--- src/design/deq_pkg.sv ---
// Shared constants, operation and fault codes, and ring index helpers
// for the double-ended queue. No dependencies.
package deq_pkg;

  localparam int CAPACITY = 64;
  localparam int IDX_W    = $clog2(CAPACITY);
  localparam int CNT_W    = $clog2(CAPACITY + 1);
  localparam int COUNT_W  = 7;
  localparam int DATA_W   = 32;
  localparam int OP_W     = 3;
  localparam int FAULT_W  = 2;

  typedef logic [OP_W-1:0]    op_t;
  typedef logic [FAULT_W-1:0] fault_t;
  typedef logic [IDX_W-1:0]   idx_t;
  typedef logic [CNT_W-1:0]   cnt_t;

  localparam op_t OP_QUERY      = 3'd0;
  localparam op_t OP_PUSH_BACK  = 3'd1;
  localparam op_t OP_PUSH_FRONT = 3'd2;
  localparam op_t OP_POP_BACK   = 3'd3;
  localparam op_t OP_POP_FRONT  = 3'd4;

  localparam fault_t FAULT_NONE      = 2'd0;
  localparam fault_t FAULT_UNDERFLOW = 2'd1;
  localparam fault_t FAULT_OVERFLOW  = 2'd2;

  localparam logic signed [DATA_W-1:0] MISSING_VALUE = -32'sd1;

  function automatic idx_t wrap_inc(input idx_t i);
    return (i == idx_t'(CAPACITY - 1)) ? '0 : idx_t'(i + 1'b1);
  endfunction

  function automatic idx_t wrap_dec(input idx_t i);
    return (i == '0) ? idx_t'(CAPACITY - 1) : idx_t'(i - 1'b1);
  endfunction

endpackage

--- src/design/double_ended_queue_core.sv ---
// Top level of the double-ended queue: pointer and count control, entry RAM,
// and the result register. Depends on deq_pkg and deq_ram.
//
// Usage:
//   The input channel (in_valid/in_ready) carries one request: an operation
//   code and a signed value. Codes are query, push back, push front, pop back
//   and pop front; codes five to seven act as a query. The result channel
//   (out_valid/out_ready) returns one result per request: the count, an empty
//   flag, the front, back, second-front and second-back values (-1 where the
//   entry does not exist) and a fault code for pop on empty or push on full.
//   A request is handled in steps before the next request can be accepted:
//   the pointers are updated and a pushed value is written, the edge
//   entries are read in turn through the single read port of the entry RAM,
//   and the result register is loaded once the output register is free.
//   Reset clears the pointers and the count; RAM contents are not cleared and
//   need no clearing pass. If the receiver stalls, the result is held in the
//   output register and the next request is still accepted and processed; it
//   waits in the block until the output register is free.
module double_ended_queue_core (
  input  logic                          clk,
  input  logic                          rst_n,
  input  logic                          in_valid,
  output logic                          in_ready,
  input  deq_pkg::op_t                  in_operation,
  input  logic signed [31:0]            in_value,
  output logic                          out_valid,
  input  logic                          out_ready,
  output logic [deq_pkg::COUNT_W-1:0]   out_count,
  output logic                          out_is_empty,
  output logic signed [31:0]            out_front_value,
  output logic signed [31:0]            out_back_value,
  output logic signed [31:0]            out_second_front_value,
  output logic signed [31:0]            out_second_back_value,
  output deq_pkg::fault_t               out_fault
);
  import deq_pkg::*;

  typedef enum logic [1:0] {S_IDLE, S_READ, S_DONE} state_t;

  state_t            state_r;
  idx_t              front_r, front_nxt;
  idx_t              back_r, back_nxt;
  cnt_t              cnt_r, cnt_nxt;
  fault_t            fault_r, fault_nxt;
  logic [2:0]        rd_idx_r;
  logic [DATA_W-1:0] val_r [4];
  logic              out_valid_r;

  logic              accept;
  logic              full;
  logic              empty;
  logic              we;
  idx_t              waddr;
  idx_t              raddr;
  idx_t              last;
  logic [DATA_W-1:0] rdata;
  logic [1:0]        cap_idx;
  logic              out_free;

  assign in_ready  = (state_r == S_IDLE);
  assign accept    = in_valid && in_ready;
  assign full      = (cnt_r >= cnt_t'(CAPACITY));
  assign empty     = (cnt_r == '0);
  assign out_valid = out_valid_r;
  assign out_free  = !out_valid_r || out_ready;
  assign last      = wrap_dec(back_r);
  assign cap_idx   = rd_idx_r[1:0] - 2'd1;

  always_comb begin
    front_nxt = front_r;
    back_nxt  = back_r;
    cnt_nxt   = cnt_r;
    fault_nxt = FAULT_NONE;
    we        = 1'b0;
    waddr     = back_r;
    unique case (in_operation)
      OP_PUSH_BACK: begin
        if (full) begin
          fault_nxt = FAULT_OVERFLOW;
        end else begin
          we       = accept;
          waddr    = back_r;
          back_nxt = wrap_inc(back_r);
          cnt_nxt  = cnt_r + 1'b1;
        end
      end
      OP_PUSH_FRONT: begin
        if (full) begin
          fault_nxt = FAULT_OVERFLOW;
        end else begin
          front_nxt = wrap_dec(front_r);
          we        = accept;
          waddr     = front_nxt;
          cnt_nxt   = cnt_r + 1'b1;
        end
      end
      OP_POP_BACK: begin
        if (empty) begin
          fault_nxt = FAULT_UNDERFLOW;
        end else begin
          back_nxt = wrap_dec(back_r);
          cnt_nxt  = cnt_r - 1'b1;
        end
      end
      OP_POP_FRONT: begin
        if (empty) begin
          fault_nxt = FAULT_UNDERFLOW;
        end else begin
          front_nxt = wrap_inc(front_r);
          cnt_nxt   = cnt_r - 1'b1;
        end
      end
      default: begin
      end
    endcase
  end

  always_comb begin
    unique case (rd_idx_r[1:0])
      2'd0:    raddr = front_r;
      2'd1:    raddr = wrap_inc(front_r);
      2'd2:    raddr = last;
      default: raddr = wrap_dec(last);
    endcase
  end

  deq_ram #(
    .WIDTH (DATA_W),
    .DEPTH (CAPACITY)
  ) u_ram (
    .clk   (clk),
    .we    (we),
    .waddr (waddr),
    .wdata (in_value),
    .raddr (raddr),
    .rdata (rdata)
  );

  always_ff @(posedge clk) begin
    if (!rst_n) begin
      state_r     <= S_IDLE;
      front_r     <= '0;
      back_r      <= '0;
      cnt_r       <= '0;
      rd_idx_r    <= '0;
      out_valid_r <= 1'b0;
    end else begin
      if (out_valid_r && out_ready && (state_r != S_DONE)) begin
        out_valid_r <= 1'b0;
      end
      unique case (state_r)
        S_IDLE: begin
          if (accept) begin
            front_r  <= front_nxt;
            back_r   <= back_nxt;
            cnt_r    <= cnt_nxt;
            fault_r  <= fault_nxt;
            rd_idx_r <= '0;
            state_r  <= S_READ;
          end
        end
        S_READ: begin
          if (rd_idx_r != '0) begin
            val_r[cap_idx] <= rdata;
          end
          if (rd_idx_r == 3'd4) begin
            state_r <= S_DONE;
          end else begin
            rd_idx_r <= rd_idx_r + 3'd1;
          end
        end
        S_DONE: begin
          if (out_free) begin
            out_valid_r            <= 1'b1;
            out_count              <= COUNT_W'(cnt_r);
            out_is_empty           <= (cnt_r == '0);
            out_front_value        <= (cnt_r >= cnt_t'(1)) ? val_r[0] : MISSING_VALUE;
            out_second_front_value <= (cnt_r >= cnt_t'(2)) ? val_r[1] : MISSING_VALUE;
            out_back_value         <= (cnt_r >= cnt_t'(1)) ? val_r[2] : MISSING_VALUE;
            out_second_back_value  <= (cnt_r >= cnt_t'(2)) ? val_r[3] : MISSING_VALUE;
            out_fault              <= fault_r;
            state_r                <= S_IDLE;
          end
        end
        default: begin
          state_r <= S_IDLE;
        end
      endcase
    end
  end

endmodule

--- src/design/deq_ram.sv ---
// Generic simple dual-port RAM with one write port and one registered read port.
// No dependencies.
module deq_ram #(
  parameter int WIDTH = 32,
  parameter int DEPTH = 64
) (
  input  logic                     clk,
  input  logic                     we,
  input  logic [$clog2(DEPTH)-1:0] waddr,
  input  logic [WIDTH-1:0]         wdata,
  input  logic [$clog2(DEPTH)-1:0] raddr,
  output logic [WIDTH-1:0]         rdata
);

  logic [WIDTH-1:0] mem [DEPTH];

  always_ff @(posedge clk) begin
    if (we) begin
      mem[waddr] <= wdata;
    end
    rdata <= mem[raddr];
  end

endmodule
--- config.mk ---
export PLATFORM = sky130hd
export DESIGN_NAME = double_ended_queue_core
export DESIGN_NICKNAME = d
export VERILOG_FILES = /design/src/design/deq_pkg.sv /design/src/design/double_ended_queue_core.sv /design/src/design/deq_ram.sv
export SDC_FILE = /design/constraint.sdc
export NUM_CORES = 2
export LEC_CHECK = 0
export BUFFER_PORTS_ARGS = -buffer_cell sky130_fd_sc_hd__buf_2
export CAP_MARGIN = 15
export CORE_MARGIN = 4
export CORE_UTILIZATION = 55
export DETAILED_ROUTE_END_ITERATION = 16
export PLACE_DENSITY_LB_ADDON = 0.3
export RECOVER_POWER = 50
export SYNTH_ARGS = -nofsm -noshare
export SYNTH_HDL_FRONTEND = slang
export SYNTH_HIERARCHICAL = 1
export SYNTH_SLANG_ARGS = --single-unit
--- constraint.sdc ---
create_clock -name clk -period 18.6 [get_ports clk]
set_input_delay 2.79 -clock clk [delete_from_list [all_inputs] [get_ports clk]]
set_output_delay 2.79 -clock clk [all_outputs]
set_load 0.005 [all_outputs]
After elaboration in Yosys (flattened, before gate mapping)
Memory sizes are Yosys's and may differ from the RTL's. A register that Yosys moved wholly into a read port is not among the register bits.
Cells that the tools add are included.
{"block": "totals", "reg_bits": 37, "mem_bits_rw": 2176, "wordCells": 113, "memories": 2}
{"block": "op_classes", "add_sub_neg": 9, "order_cmp": 3, "n_eq_ne": 22, "n_mux": 38, "reduce_logical": 29}
{"memory": "u_ram.mem", "words": 64, "word_bits": 32, "read_ports": 1, "rd_clocked_by_memory_dff": 1, "write_ports": 1, "line": "deq_ram.sv:15", "text": "logic [WIDTH-1:0] mem [DEPTH];"}
{"memory": "val_r", "words": 4, "word_bits": 32, "read_ports": 4, "rd_clocked_by_memory_dff": 4, "write_ports": 1, "line": "double_ended_queue_core.sv:46", "text": "logic [DATA_W-1:0] val_r [4];"}
{"operator": "$mux W6", "count": 11}
{"operator": "$pmux W6 S2", "count": 2}
{"operator": "$ne A2 B2 Y1 const B", "count": 10}
{"operator": "$logic_not A6 Y1", "count": 3}
{"operator": "$pmux W6 S3", "count": 1}
{"operator": "$sub A6 B1 Y6 const B", "count": 3}
{"operator": "$reduce_and A5 Y1", "count": 3}
{"operator": "$mux W7", "count": 2}
{"operator": "$pmux W7 S2", "count": 1}
{"operator": "$add A6 B1 Y6 const B", "count": 2}
{"operator": "$eq A6 B6 Y1 const B", "count": 2}
{"operator": "$mux W1", "count": 12}
{"operator": "$reduce_and A3 Y1", "count": 4}
{"operator": "$mux W2", "count": 4}
{"operator": "$reduce_bool A2 Y1", "count": 4}
{"operator": "$add A7 B1 Y7 const B", "count": 1}
{"operator": "$ge A7 B1 Y1 const B", "count": 1}
{"operator": "$ge A7 B2 Y1 const B", "count": 1}
{"operator": "$ge A7 B7 Y1 const B", "count": 1}
{"operator": "$logic_not A7 Y1", "count": 1}
{"operator": "$sub A7 B1 Y7 const B", "count": 1}
{"operator": "$eq A3 B2 Y1 const B", "count": 2}
{"operator": "$eq A3 B3 Y1 const B", "count": 2}
{"operator": "$mux W3", "count": 2}
{"operator": "15 further kinds", "count": 25}

Depth between registers and ports, before layout
{"block": "logic_depth", "word_depth": 6, "depth_mapped": 19, "depth_no_buf": 12}

Modules after synthesis
The synthesis kept the hierarchy.
{"mod": "deq_ram", "instances": 1, "cells_each": 3324, "area_each_um2": 78512.8, "seq_area_each_um2": 62139.6}
{"mod": "double_ended_queue_core", "instances": 1, "cells_each": 754, "area_each_um2": 11399.7, "seq_area_each_um2": 8548.2}

Worst setup path before layout
Ideal clock, no wire load.
{"block": "synth_path", "path_type": "input-to-reg", "from": "input rst_n", "to": "register out_back_value[0] (enable)", "t_arrival_ns": 8.844, "required_ns": 17.963, "path_slack_ns": 9.119, "path_stages": 3, "path_cell_list": "clkbuf_1 > nand2_1 > nor2_1"}
{"block": "synth_via", "elab_chain_cells": 1}
{"item": "start: declaration", "line": "double_ended_queue_core.sv:21", "text": "input logic rst_n,"}
{"item": "$reduce_and A3 Y1 (no source line)"}
{"item": "end signal: assignment", "line": "double_ended_queue_core.sv:179", "text": "out_back_value <= (cnt_r >= cnt_t'(1)) ? val_r[2] : MISSING_VALUE;"}
{"item": "end: declaration", "line": "double_ended_queue_core.sv:31", "text": "output logic signed [31:0] out_back_value,"}
Every way passes these cells.
A chain may end at the register's enable or synchronous reset.

Worst setup path in the final report
{"block": "layout_path", "from": "register back_r[0]", "to": "register u_ram.rdata[27], read port of u_ram.mem"}
{"block": "layout_via", "elab_chain_cells": 5, "elab_cells_between_ends": 7}
{"item": "start: declaration", "line": "double_ended_queue_core.sv:42", "text": "idx_t back_r, back_nxt;"}
{"item": "start signal: assignment", "line": "double_ended_queue_core.sv:155", "text": "back_r <= back_nxt;"}
{"item": "$sub A6 B1 Y6 or $logic_not A6 Y1 (tied branches)", "line": "deq_pkg.sv:35", "text": "return (i == '0) ? idx_t'(CAPACITY - 1) : idx_t'(i - 1'b1);"}
{"item": "$mux W6 (*)", "line": "deq_pkg.sv:35"}
{"item": "$sub A6 B1 Y6 or $logic_not A6 Y1 (tied branches)", "line": "deq_pkg.sv:35"}
{"item": "$mux W6", "line": "deq_pkg.sv:35"}
{"item": "$pmux W6 S3 (*)", "line": "double_ended_queue_core.sv:119", "text": "unique case (rd_idx_r[1:0])"}
{"item": "via raddr[0]", "line": "double_ended_queue_core.sv:54", "text": "idx_t raddr;"}
{"item": "end: declaration", "line": "deq_ram.sv:12", "text": "output logic [WIDTH-1:0] rdata"}
Mark *: on every way through the listed nets, which the timed path passes. The rest lies on a longest branch.

==> results.cfg <==
[run_status]
status = finished, violations left
violations = capacitance limit, slew limit

[synthesis]
ys_seq_elements = 2373
synth_edf_count = 2316
yosysSeqAreaShare_pct = 78.6
netlist_area_mm2 = 0.0899
synth_ff_type = edfxtp_1
async_flop_share_pct = 0
synth_cell_types = 67
synthCells = 4078
avgSynthCellArea_um2 = 22.0
synthesis.nets = 4132
yosys_warnings = 6

[clocking]
cts_buffer_depth = 3
cts_root_buf = clkbuf_16
htree_levels = 4
cts_buffers = 221
cts_tree = built
clkLatencyLatePin_ps = 870
cts_resized = 0
post_cts_buffers = 0
cts_sinks = 2373
cts_hold_buf = 0
clk_pin_slew_ps = 60

[timing]
post-route-period-util_pct = 36.5
fmax_mhz = 147
fin_skew_ps = 55.8
layout_setup_ws_ps = 11820
fin_tns_setup_ps = 0
slew_viol_final = 2335
hold_violations = 0
period_minus_slack_ps = 6780
fin_hold_ws_ps = 426
setup_viol = 0
max_slew_margin_pct = -175
rsz0062_at_grt = no
tightest_slew_ps = 4130

[layout]
final_layout_size_suffix_gt1_share_pct = 27.5
layout.nets = 4414
utilization_pct = 62.3
final_cell_mix = edfxtp_1, mux4_2, clkbuf_16, buf_2
layout_commonest_cell = edfxtp_1
area_growth_pct = 12.7

[pwr]
ir_drop_uv = 110
p_total_uw = 11500
power_density_mw_per_mm2 = 113
power_leakage_uw = 0.0306

[placement]
pre_cts_slack_ps = 11440
dpl.hpwl_um = 122000
portBuffers = 178
gp_congestion = 0.872

[worst_setup_path]
worstPathCellList = inv_1 > ha_1 > o21ai_0 > o2111ai_1 > and2_1 > a22oi_2 > buf_12 > buf_4 > buf_4 > mux4_2 > mux4_2 > o22ai_1 > nor2_1
setup.worst_path.class = flop to flop
slowest_stage = buf_4
startpoint_type = flop
critPathRequiredTime_ps = 19330
slowest_delay_ps = 770
crit_path_end_kind = flop
worst-path-max-fanout = 106
arrival_ps = 7510

[drt]
drtIter0Drc = 6366
finalWirelength_um = 214000
drc = 0
vias = 43100
drt-pass1-iter-count = 8
via_per_inst = 6.41
wl_per_cell_um = 31.8
drtAntennaViolNets = 0

[die]
io_pins = 179
initial_core_util_pct = 55.3
die_w_um = 412
dieArea_mm2 = 0.170
coreArea_mm2 = 0.163
dieHeight_um = 412
fp-row-count = 148

[global_routing]
grt_pass1_wl_um = 308000
grt_max_degree = 116
grtUsageTotal_pct = 25.5
antenna_found_initial = 10
grt_pass1_vias = 41800
grt_overflow = 0

[worst_hold_path]
hold_class = flop to flop

[run]
maxCapViolCount = 37
## power breakdown
group / total [µW] / switching (µW) / internal [µW] / leakage [µW]
sequential: 6020 / 84.5 / 5940 / 0.0211
clock: 4560 / 1940 / 2620 / 0.00365
combinational: 886 / 541 / 344 / 0.00584
## per-layer routing
metal	share of wire [%]	GRT usage [%]	vias to the layer above
met4	4.2	9.53	4
met1	38	36.7	22700
met2	47	39.3	2504
li1	-	-	17600
met3	11	5.29	383
met5	0.014	0	-
## final timing paths
check        slack [ps]              end  depth (start not counted)        from
max               11820  u_ram/rdata[27]                         13   back_r[0]
min reg2reg         430     out_fault[1]                          0  fault_r[1]
max reg2reg       11820  u_ram/rdata[27]                         13   back_r[0]
min                 430     out_fault[1]                          0  fault_r[1]
## critical path: cells and delay by family (launching register included)
family / cells / cell delay, ps
adder cells (fa/ha/maj): 1 / 400
flip-flops: 1 / 640
buffers and inverters: 4 / 2400
multiplexers: 2 / 1090
AND/OR/NAND/NOR: 2 / 310
AO/OA/AOI/OAI: 4 / 1620
## cells by family (layout without fill, tap and decap cells)
group                    after synthesis  count (layout)  share of synthesized area, %
AND/OR/NAND/NOR                      492             492                          2.86
XOR/XNOR                              13              13                         0.127
AO/OA/AOI/OAI                        302             302                          2.19
buffers and inverters                236             711                          1.23
adder cells (fa/ha/maj)               15              15                         0.209
multiplexers                         647             647                          14.8
flip-flops                          2373            2373                          78.6
other                                  0               5                             0
## state kept, by name, summed over array words and instances, names as in the netlist, 3 cells and up
register                flops
u_ram/mem                2048
val_r                     128
out_back_value             32
out_front_value            32
out_second_back_value      32
out_second_front_value     32
u_ram/rdata                32
cnt_r                       7
out_count                   7
back_r                      6
front_r                     6
rd_idx_r                    3
## cell type report
cell class                 instances  area, µm²
antenna                            5       12.5
fill                           10800      61300
clock inverter                   137       1520
timing repair buffer             281       1750
sequential                      2373      70700
tap                             2175       2720
inverter                          14       52.6
multi-input combinational       1469      18700
clock buffer                     279       5940
## per-stage QoR
stage / instances / area [µm²]
global route: 6728 / 101000
CTS: 6726 / 101000
detailed placement: 6310 / 94000
finish: 6733 / 101000
global placement: 6306 / 93900
floorplan: 4078 / 89900
## cells in the mapped netlist, types with 15 or more instances
master / number / area [µm²]
clkbuf_1: 116 / 435
mux4_2: 544 / 12300
o221ai_1: 29 / 254
nand2b_1: 76 / 475
ha_1: 15 / 188
mux2i_1: 103 / 1030
buf_1: 15 / 56.3
buf_2: 60 / 300
nor3_1: 24 / 120
nand3_1: 18 / 90.1
o22ai_1: 86 / 538
nor2b_1: 20 / 125
dfxtp_1: 57 / 1140
edfxtp_1: 2316 / 69500
or2_2: 55 / 344
a21oi_1: 89 / 445
nand2_1: 51 / 191
a22oi_1: 16 / 120
buf_4: 24 / 180
nor2_1: 167 / 627
o21ai_0: 22 / 110
(Power assumes the default switching activity.)
